File: config.mk
export PLATFORM = sky130hd
export DESIGN_NAME = rotated_block_move_row_addresser_top
export DESIGN_NICKNAME = d
export VERILOG_FILES = /design/src/hw/rtl/rbm_pkg.sv /design/src/hw/rtl/rbm_map.sv /design/src/hw/rtl/rbm_addr.sv /design/src/hw/rtl/rotated_block_move_row_addresser_top.sv
export SDC_FILE = /design/constraint.sdc
export NUM_CORES = 2
export LEC_CHECK = 0
export BUFFER_PORTS_ARGS = -buffer_cell sky130_fd_sc_hd__buf_2
export CAP_MARGIN = 40
export CORE_UTILIZATION = 65
export CTS_CLUSTER_DIAMETER = 50
export DETAILED_ROUTE_END_ITERATION = 10
export PLACE_DENSITY_LB_ADDON = 0.08
export SLEW_MARGIN = 5
export SYNTH_ARGS = -nofsm -noshare
export SYNTH_HDL_FRONTEND = slang
export SYNTH_HIERARCHICAL = 1
export SYNTH_SLANG_ARGS = --single-unit
File: constraint.sdc
create_clock -name clk -period 23.3 [get_ports clk]
set_input_delay 4.66 -clock clk [delete_from_list [all_inputs] [get_ports clk]]
set_output_delay 4.66 -clock clk [all_outputs]
set_load 0.03 [all_outputs]
File: src/hw/rtl/rbm_pkg.sv
// Package for the rotated block-move row addresser.
// Types, widths, register indexes and limits shared by all RTL files but the checker; no dependencies.
`default_nettype none

package rbm_pkg;

	localparam int MaxRes   = 4096;
	localparam int CoordW   = 16;
	localparam int AddrW    = 32;
	localparam int LenW     = 13;
	localparam int CfgIdxW  = 3;
	localparam int CfgDataW = 32;
	localparam int InDataW  = 88;
	localparam int OutDataW = 96;

	localparam logic [CfgIdxW-1:0] RegRotateCw  = 3'd0;
	localparam logic [CfgIdxW-1:0] RegCanvasX   = 3'd1;
	localparam logic [CfgIdxW-1:0] RegCanvasY   = 3'd2;
	localparam logic [CfgIdxW-1:0] RegFrameBase = 3'd3;
	localparam logic [CfgIdxW-1:0] RegRowPitch  = 3'd4;

	typedef struct packed {
		logic               rotate_cw;
		logic [12:0]        canvas_x_res;
		logic [12:0]        canvas_y_res;
		logic [AddrW-1:0]   frame_base;
		logic [13:0]        row_pitch;
	} cfg_t;

	typedef struct packed {
		logic [11:0]        row_index;
		logic signed [12:0] shift_y;
		logic signed [12:0] shift_x;
		logic [11:0]        rect_bottom;
		logic [11:0]        rect_right;
		logic [11:0]        rect_top;
		logic [11:0]        rect_left;
	} item_t;

	typedef struct packed {
		logic signed [CoordW-1:0] src_row;
		logic signed [CoordW-1:0] dst_row;
		logic signed [CoordW-1:0] src_col;
		logic signed [CoordW-1:0] dst_col;
		logic [LenW-1:0]          copy_length;
		logic [LenW-1:0]          row_count;
		logic                     copy_backward;
		logic                     row_valid;
	} row_desc_t;

	typedef struct packed {
		logic [AddrW-1:0] src_addr;
		logic [AddrW-1:0] dst_addr;
		logic [LenW-1:0]  copy_length;
		logic             copy_backward;
		logic [LenW-1:0]  row_count;
		logic             row_valid;
	} result_t;

	typedef struct packed {
		logic en_s3;
		logic en_out;
	} pipe_ctrl_t;

endpackage

`default_nettype wire

File: src/hw/rtl/rbm_map.sv
// Rotation mapping and move selection: logical rectangle to physical row descriptor.
// Purely combinational; uses rbm_pkg types.
`default_nettype none

module rbm_map (
	input  rbm_pkg::item_t     item,
	input  rbm_pkg::cfg_t      cfg,
	output rbm_pkg::row_desc_t desc
);

	logic signed [rbm_pkg::CoordW-1:0] l, t, r, b, cx, cy, px, py, idx;
	logic signed [rbm_pkg::CoordW-1:0] pl, pr, pt, pb, len, rows;
	logic signed [rbm_pkg::CoordW-1:0] srow, drow, scol, dcol;
	logic                              back, upward, valid;

	always_comb begin
		l   = $signed({4'b0000, item.rect_left});
		t   = $signed({4'b0000, item.rect_top});
		r   = $signed({4'b0000, item.rect_right});
		b   = $signed({4'b0000, item.rect_bottom});
		idx = $signed({4'b0000, item.row_index});
		cx  = $signed({3'b000, cfg.canvas_x_res});
		cy  = $signed({3'b000, cfg.canvas_y_res});
		px  = $signed({{3{item.shift_y[12]}}, item.shift_y});
		py  = $signed({{3{item.shift_x[12]}}, item.shift_x});

		if (cfg.rotate_cw) begin
			pl = t;
			pr = b;
			pt = cx - r - 16'sd1;
			pb = cx - l - 16'sd1;
			py = -py;
		end else begin
			pl = cy - b - 16'sd1;
			pr = cy - t - 16'sd1;
			pt = l;
			pb = r;
			px = -px;
		end

		upward = 1'b0;
		if (px != 16'sd0) begin
			back = px > 16'sd0;
			if (px > 16'sd0) begin
				dcol = pl + px;
				scol = pl;
				len  = pr - pl + 16'sd1 - px;
			end else begin
				dcol = pl;
				scol = pl - px;
				len  = pr - pl + 16'sd1 + px;
			end
			rows = pb - pt + 16'sd1;
			srow = pt;
			drow = pt;
		end else begin
			len  = pr - pl + 16'sd1;
			scol = pl;
			dcol = pl;
			back = py > 16'sd0;
			if (py > 16'sd0) begin
				drow   = pb;
				srow   = pb - py;
				rows   = pb - pt + 16'sd1 - py;
				upward = 1'b1;
			end else begin
				drow = pt;
				srow = pt - py;
				rows = pb - pt + 16'sd1 + py;
			end
		end

		if (len <= 16'sd0 || rows <= 16'sd0) begin
			len  = 16'sd0;
			rows = 16'sd0;
		end
		if (len > 16'(rbm_pkg::MaxRes))
			len = 16'(rbm_pkg::MaxRes);
		if (rows > 16'(rbm_pkg::MaxRes))
			rows = 16'(rbm_pkg::MaxRes);

		valid = idx < rows;

		desc.src_row       = upward ? srow - idx : srow + idx;
		desc.dst_row       = upward ? drow - idx : drow + idx;
		desc.src_col       = scol;
		desc.dst_col       = dcol;
		desc.copy_length   = len[rbm_pkg::LenW-1:0];
		desc.row_count     = rows[rbm_pkg::LenW-1:0];
		desc.copy_backward = back;
		desc.row_valid     = valid;
	end

endmodule

`default_nettype wire

File: src/hw/rtl/rbm_addr.sv
// Address stages: row times pitch, then base plus offset plus column into the result register.
// Uses rbm_pkg types; stage enables come from the top level.
`default_nettype none

module rbm_addr (
	input  wire                           clk,
	input  rbm_pkg::pipe_ctrl_t           ctrl,
	input  rbm_pkg::row_desc_t            desc,
	input  wire [rbm_pkg::AddrW-1:0]      frame_base,
	input  wire [13:0]                    row_pitch,
	output rbm_pkg::result_t              res
);

	logic signed [30:0]             src_prod, dst_prod;
	logic [rbm_pkg::AddrW-1:0]      src_prod_s3, dst_prod_s3;
	rbm_pkg::row_desc_t             desc_s3;
	rbm_pkg::result_t               res_q;

	assign src_prod = desc.src_row * $signed({1'b0, row_pitch});
	assign dst_prod = desc.dst_row * $signed({1'b0, row_pitch});

	always_ff @(posedge clk) begin
		if (ctrl.en_s3) begin
			src_prod_s3 <= {src_prod[30], src_prod};
			dst_prod_s3 <= {dst_prod[30], dst_prod};
			desc_s3     <= desc;
		end
	end

	always_ff @(posedge clk) begin
		if (ctrl.en_out) begin
			res_q.row_count <= desc_s3.row_count;
			res_q.row_valid <= desc_s3.row_valid;
			if (desc_s3.row_valid) begin
				res_q.src_addr      <= frame_base + src_prod_s3
					+ {{16{desc_s3.src_col[15]}}, desc_s3.src_col};
				res_q.dst_addr      <= frame_base + dst_prod_s3
					+ {{16{desc_s3.dst_col[15]}}, desc_s3.dst_col};
				res_q.copy_length   <= desc_s3.copy_length;
				res_q.copy_backward <= desc_s3.copy_backward;
			end else begin
				res_q.src_addr      <= '0;
				res_q.dst_addr      <= '0;
				res_q.copy_length   <= '0;
				res_q.copy_backward <= 1'b0;
			end
		end
	end

	assign res = res_q;

endmodule

`default_nettype wire

File: src/hw/rtl/rotated_block_move_row_addresser_top.sv
// Rotated block-move row addresser, top level.
// Holds configuration registers, input and descriptor stages; uses rbm_pkg, rbm_map, rbm_addr.
//
// Usage:
//   cfg channel: cfg_valid/cfg_ready with cfg_index and cfg_data; cfg_ready is always high.
//   Write registers only while no beat is in flight.
//   s_ channel: one beat per row request (rectangle, shifts, row index).
//   m_ channel: one beat per request with source/destination addresses, length,
//   direction and row count; m_tuser carries the row-valid flag.
//   Stages, in order: input register, mapping, multiply by pitch, address add.
//   Throughput: one beat per cycle while the output is not stalled; the four
//   stages each hold one beat.
//   Stall: a stage empties forward whenever the one after it is free, so input
//   keeps being taken until all four stages hold beats while m_tready is low.
//   Reset: pipeline empties, registers return to clockwise, 320 x 240, base 0,
//   pitch 240.
`default_nettype none

module rotated_block_move_row_addresser_top (
	input  wire                              clk,
	input  wire                              arst_n,
	input  wire                              cfg_valid,
	output logic                             cfg_ready,
	input  wire [rbm_pkg::CfgIdxW-1:0]       cfg_index,
	input  wire [rbm_pkg::CfgDataW-1:0]      cfg_data,
	input  wire                              s_tvalid,
	output logic                             s_tready,
	// rect_left, rect_top, rect_right, rect_bottom, shift_x, shift_y, row_index, zero pad
	input  wire [rbm_pkg::InDataW-1:0]       s_tdata,
	output logic                             m_tvalid,
	input  wire                              m_tready,
	// src_addr, dst_addr, copy_length, copy_backward, row_count, zero pad
	output logic [rbm_pkg::OutDataW-1:0]     m_tdata,
	// row_valid
	output logic                             m_tuser
);

	rbm_pkg::cfg_t       cfg_q;
	rbm_pkg::item_t      item_s1;
	rbm_pkg::row_desc_t  desc, desc_s2;
	rbm_pkg::result_t    res;
	rbm_pkg::pipe_ctrl_t ctrl;
	logic                v_s1, v_s2, v_s3, v_out_q;
	logic                en_s1, en_s2;

	assign cfg_ready = 1'b1;

	always_ff @(posedge clk or negedge arst_n) begin
		if (!arst_n) begin
			cfg_q.rotate_cw    <= 1'b1;
			cfg_q.canvas_x_res <= 13'd320;
			cfg_q.canvas_y_res <= 13'd240;
			cfg_q.frame_base   <= '0;
			cfg_q.row_pitch    <= 14'd240;
		end else if (cfg_valid) begin
			unique case (cfg_index)
				rbm_pkg::RegRotateCw:  cfg_q.rotate_cw    <= cfg_data[0];
				rbm_pkg::RegCanvasX:   cfg_q.canvas_x_res <= cfg_data[12:0];
				rbm_pkg::RegCanvasY:   cfg_q.canvas_y_res <= cfg_data[12:0];
				rbm_pkg::RegFrameBase: cfg_q.frame_base   <= cfg_data;
				rbm_pkg::RegRowPitch:  cfg_q.row_pitch    <= cfg_data[13:0];
				default: ;
			endcase
		end
	end

	// stage enables, bubbles collapse
	assign ctrl.en_out = !v_out_q || m_tready;
	assign ctrl.en_s3  = !v_s3 || ctrl.en_out;
	assign en_s2       = !v_s2 || ctrl.en_s3;
	assign en_s1       = !v_s1 || en_s2;
	assign s_tready    = en_s1;

	always_ff @(posedge clk or negedge arst_n) begin
		if (!arst_n) begin
			v_s1    <= 1'b0;
			v_s2    <= 1'b0;
			v_s3    <= 1'b0;
			v_out_q <= 1'b0;
		end else begin
			if (en_s1)
				v_s1 <= s_tvalid;
			if (en_s2)
				v_s2 <= v_s1;
			if (ctrl.en_s3)
				v_s3 <= v_s2;
			if (ctrl.en_out)
				v_out_q <= v_s3;
		end
	end

	always_ff @(posedge clk) begin
		if (en_s1) begin
			item_s1.rect_left   <= s_tdata[11:0];
			item_s1.rect_top    <= s_tdata[23:12];
			item_s1.rect_right  <= s_tdata[35:24];
			item_s1.rect_bottom <= s_tdata[47:36];
			item_s1.shift_x     <= $signed(s_tdata[60:48]);
			item_s1.shift_y     <= $signed(s_tdata[73:61]);
			item_s1.row_index   <= s_tdata[85:74];
		end
		if (en_s2)
			desc_s2 <= desc;
	end

	rbm_map u_map (
		.item (item_s1),
		.cfg  (cfg_q),
		.desc (desc)
	);

	rbm_addr u_addr (
		.clk        (clk),
		.ctrl       (ctrl),
		.desc       (desc_s2),
		.frame_base (cfg_q.frame_base),
		.row_pitch  (cfg_q.row_pitch),
		.res        (res)
	);

	assign m_tvalid = v_out_q;
	assign m_tdata  = {5'b00000, res.row_count, res.copy_backward, res.copy_length,
		res.dst_addr, res.src_addr};
	assign m_tuser  = res.row_valid;

endmodule

`default_nettype wire

; Yosys cells after proc, flatten, opt, wreduce, memory -nomap -nowiden
; Cells that the tools add are included.
[word_totals]
ff_bits = 469
latch_bits = 0
ram_bits = 0
rom_bits = 0
output_inout_bits = 100
wordCells = 123
n_memories = 0
[op_classes]
add_sub_neg = 30
mul = 2
div = 0
order_cmp = 7
n_eq_ne = 4
n_shift = 0
n_mux = 26
bitwise = 0
reduce_logical = 16
[ops]
columns = cell, count
row1 = 2-to-1 mux 16 bit, 23
row2 = adder 32 bit, 4
row3 = subtractor 16 bit, 7
row4 = "subtractor 16 x 2 -> 16 bit, second input constant", 4
row5 = multiplier 16 x 15 -> 31 bit, 2
row6 = subtractor 13 x 12 -> 14 bit, 4
row7 = adder 16 bit, 3
row8 = adder 16 x 13 -> 16 bit, 2
row9 = "adder 16 x 2 -> 16 bit, second input constant", 2
row10 = "> comparator 16 x 1 -> 1 bit, second input constant", 2
row11 = "> comparator 16 x 14 -> 1 bit, second input constant", 2
row12 = "<= comparator 16 x 1 -> 1 bit, second input constant", 2
row13 = negator 13 -> 16 bit, 2
row14 = subtractor 16 x 13 -> 16 bit, 2
row15 = less-than comparator 13 x 16 -> 1 bit, 1
row16 = nonzero test 16 bit, 1
row17 = AND reduction 2 bit, 5
row18 = "== test 3 x 2 -> 1 bit, second input constant", 2
row19 = logical OR 1 bit, 5
row20 = zero test 1 bit, 4
row21 = "== test 3 x 1 -> 1 bit, second input constant", 1
row22 = "== test 3 bit, second input constant", 1
row23 = zero test 3 bit, 1
row24 = 2-to-1 mux 1 bit, 3

; Depth between registers and ports, before layout
[depth]
depth_word = 14
mapped_depth = 41
mapped_depth_nobuf = 39

; Modules after synthesis
; The synthesis kept the hierarchy.
[modules_own_cells]
columns = module, n_inst, cells_per_inst, area_per_inst_um2, seq_area_each_um2
row1 = rbm_addr, 1, 2750, 28586.2, 6426.2
row2 = rbm_map, 1, 2073, 14203.6, 0.0
row3 = rotated_block_move_row_addresser_top, 1, 357, 8401.8, 7285.7

; Worst setup path after synthesis
; Ideal clock, no wire load.
[synth_timing]
path_type = input -> output
start = input port m_tready
end = output port s_tready
t_arrival_ns = 7.458
required_ns = 18.640
slack_ns = 11.182
stages = 2
cell_sequence = nor2b_1 > nand4_1
[synth_via]
elab_chain_cells = 4
[synth_rtl]
columns = element, line
row1 = from (decl), rotated_block_move_row_addresser_top.sv:31  ; input wire m_tready,
row2 = logical OR 1 bit, rotated_block_move_row_addresser_top.sv:68  ; assign ctrl.en_out = !v_out_q || m_tready;
row3 = logical OR 1 bit, rotated_block_move_row_addresser_top.sv:69  ; assign ctrl.en_s3 = !v_s3 || ctrl.en_out;
row4 = logical OR 1 bit, rotated_block_move_row_addresser_top.sv:70  ; assign en_s2 = !v_s2 || ctrl.en_s3;
row5 = logical OR 1 bit, rotated_block_move_row_addresser_top.sv:71  ; assign en_s1 = !v_s1 || en_s2;
row6 = to (decl), rotated_block_move_row_addresser_top.sv:27  ; output logic s_tready,
; No other way between the ends.

; Worst setup path in the final report
; Ends and elaborated chain as after synthesis.

==> results.toml <==
[final_layout]
multi_input_area_um2 = 33900
regArea_um2 = 13700
mostFrequentLayoutCells = "745 x inv_1, 513 x fa_1, 439 x ha_1"
nets = 6413
drive_gt1_share_pct = 10.0
syn_to_final_growth_pct = 7.52
final_common_cell = "inv_1"
final.fill_count = 5867

[synthesis]
ys_ff_latch = 469
synth_area_um2 = 51200
synth_area_leader_cell = "edfxtp_1"
synth_edf_count = 392
yosysSeqAreaShare_pct = 26.8
netlist_instances = 5180
ys_top_cells_by_area = "edfxtp_1 23%, fa_1 20%, ha_1 11%"
syn_avg_cell_area_um2 = 9.88
synth_top_area_share_pct = 23.0
post_synth_num_cell_types = 117
async_reset_ff_share_pct = 16.4
synthFlopType = "edfxtp_1"
yosysWarnings = 6

[sta]
max_freq_mhz = 92.4
tightest_slew_ns = 0.931
hold_viol_final = 0
relSlewSlack_pct = 37.9
layout_min_cycle_time_ns = 10.82
setup_tns_ns = 0
fin_worst_skew_ns = 0.0428
grt_setup_unrepaired = "false"
fin_crit_sh_pct = 46.5
drv_slew = 0
setup_viol = 0

[worst_setup_path]
reg2reg_depth = 38
required_ns = 18.64
path_buf_inv = 2
cp-startpoint = "m_tready"
arrival_ns = 6.16
ff2ff_setup_slack_ns = 13.33
r2r-start = "cfg_q[46]"
r2r-end = "desc_s2[0]"
worstSetupPathType = "primary input to output port"
cp.depth = 4
cp_max_fo = 3
cpMaxStageDelayCell = "nand4_1"
cp_common_cell = "buf_2"
start_kind = "primary input"
crit_path_max_incr_delay_ns = 0.66
crit_chain = "buf_2, nor2b_1, nand4_1, buf_2"
worstSetupEndpoint = "s_tready"
cp_top_family = "simple AND/OR/NAND/NOR gates"
end_kind = "output port"

[placement]
hpwl_mm = 102
gp_congestion = 0.968
numPortBuffers = 219

[grt]
grt_usage_pct = 32.6
grt_max_degree = 87
gr-total-overflow = 0
grt_pass1_vias = 37799
grt_first_pass_wirelength_mm = 202
antenna_found_initial = 2

[hold_path]
min_path_type = "flip-flop to flip-flop"

[die]
initial_core_util_pct = 65.9
fp.dieW_um = 283
pin_count = 228
fp.coreArea_um2 = 77700
rows = 102
dieHeight_um = 283
die_area_um2 = 79900

[clock_tree]
cts_sinks = 469
cts_htree_levels = 2
tritoncts = "built"
post-cts-setup-buffers = 0
clock_path_buffers = 3
clk_pin_slew_ns = 0.06
cts_inserted_buffers = 55
post_cts_resized = 0
hold_buffers = 0
clock_latency_ns = 0.63
cts_root_buf = "clkbuf_16"

[route]
drt-initial-drc-count = 2999
via_per_inst = 5.93
remaining_drc_errors = 0
routedWlPerCell_um = 20.0
drt_pass1_iterations = 7
num_vias = 38061
ant_nets = 0
totalWireLength_mm = 128

[status]
status = "complete, no violations"

[run]
cap_violations = 0
==> Yosys cell counts (all sizes together), types with 14 or more instances <==
cell type  count
a2111oi       16
and2         330
xnor2        203
dfrtp         66
a21o          85
o21a          50
nor3b         26
nor4          18
a21oi        219
mux2i         42
o21ai        208
fa           513
or4           14
nor3          97
nand4         16
o211ai        32
xor2         110
mux2          91
and3          29
edfxtp       392
nor2b         46
ha           439
nand2        399
nand3         70
a31oi         32
buf           43
or2           20
a211oi        46
or3           35
clkbuf       127
a21boi        16
o31ai         34
nand2b        42
o21bai        33
nor2         273
inv          747
a31o          14
nand3b        15
==> layer usage <==
layer / vias up / wire (um) / GRT usage [%]
met4: 0 / 6230 / 15.0
met5: - / 0 / 0
met3: 267 / 7230 / 3.87
met1: 18644 / 53800 / 43.0
met2: 1273 / 61000 / 54.0
li1: 17877 / - / -
==> per-stage QoR <==
step	utilization (%)	cells	setup slack [ns]	hold WS (ns)	area (um2)
after CTS	70.8	6416	12.44	0.401	55000
after global placement	68.4	6308	12.43	0.402	53100
final	70.8	6418	12.48	0.401	55000
after floorplan	-	5184	11.18	0.400	51200
after global routing	70.8	6417	12.43	0.412	55000
after detailed placement	68.4	6315	12.45	0.405	53200
==> worst min-delay path by stage <==
stage,startpoint,to,depth (start not counted)
2_1_floorplan,desc_s2[0],u_addr/desc_s3[0],0
3_3_place_gp,u_addr/desc_s3[4],u_addr/res[3],0
3_5_place_dp,desc_s2[21],u_addr/desc_s3[21],0
4_1_cts,desc_s2[42],u_addr/desc_s3[42],0
5_1_grt,desc_s2[42],u_addr/desc_s3[42],0
6_report,desc_s2[42],u_addr/desc_s3[42],0
==> flip-flops by register name, summed over array words and instances, names as in the netlist <==
| name | flops |
|---|---|
| u_addr/res | 92 |
| v_s2 | 1 |
| u_addr/src_prod_s3 | 31 |
| cfg_q | 73 |
| m_tvalid | 1 |
| v_s1 | 1 |
| u_addr/dst_prod_s3 | 31 |
| u_addr/desc_s3 | 60 |
| desc_s2 | 92 |
| item_s1 | 86 |
| v_s3 | 1 |
==> cells by family after synthesis <==
family	share of synthesized area, %
flops	26.8
other cells	0.0147
simple gates	14.9
buf+inv	6.98
compound gates	12.2
xor+xnor	5.43
fa+ha+maj	30.8
mux	2.90
==> cell type report <==
type                       instances  share of cell area [%]
multi-input combinational       3798                    61.7
sequential                       469                    24.9
inverter                         747                    5.10
clock buffer                      66                    2.63
timing repair buffer             262                    2.61
tap                             1040                    2.36
clock inverter                    35                   0.700
antenna                            1                 0.00455
Power is left out: the tool's default activity adds up to more than one toggle a clock period on the data nets, which glitch-free logic cannot reach.
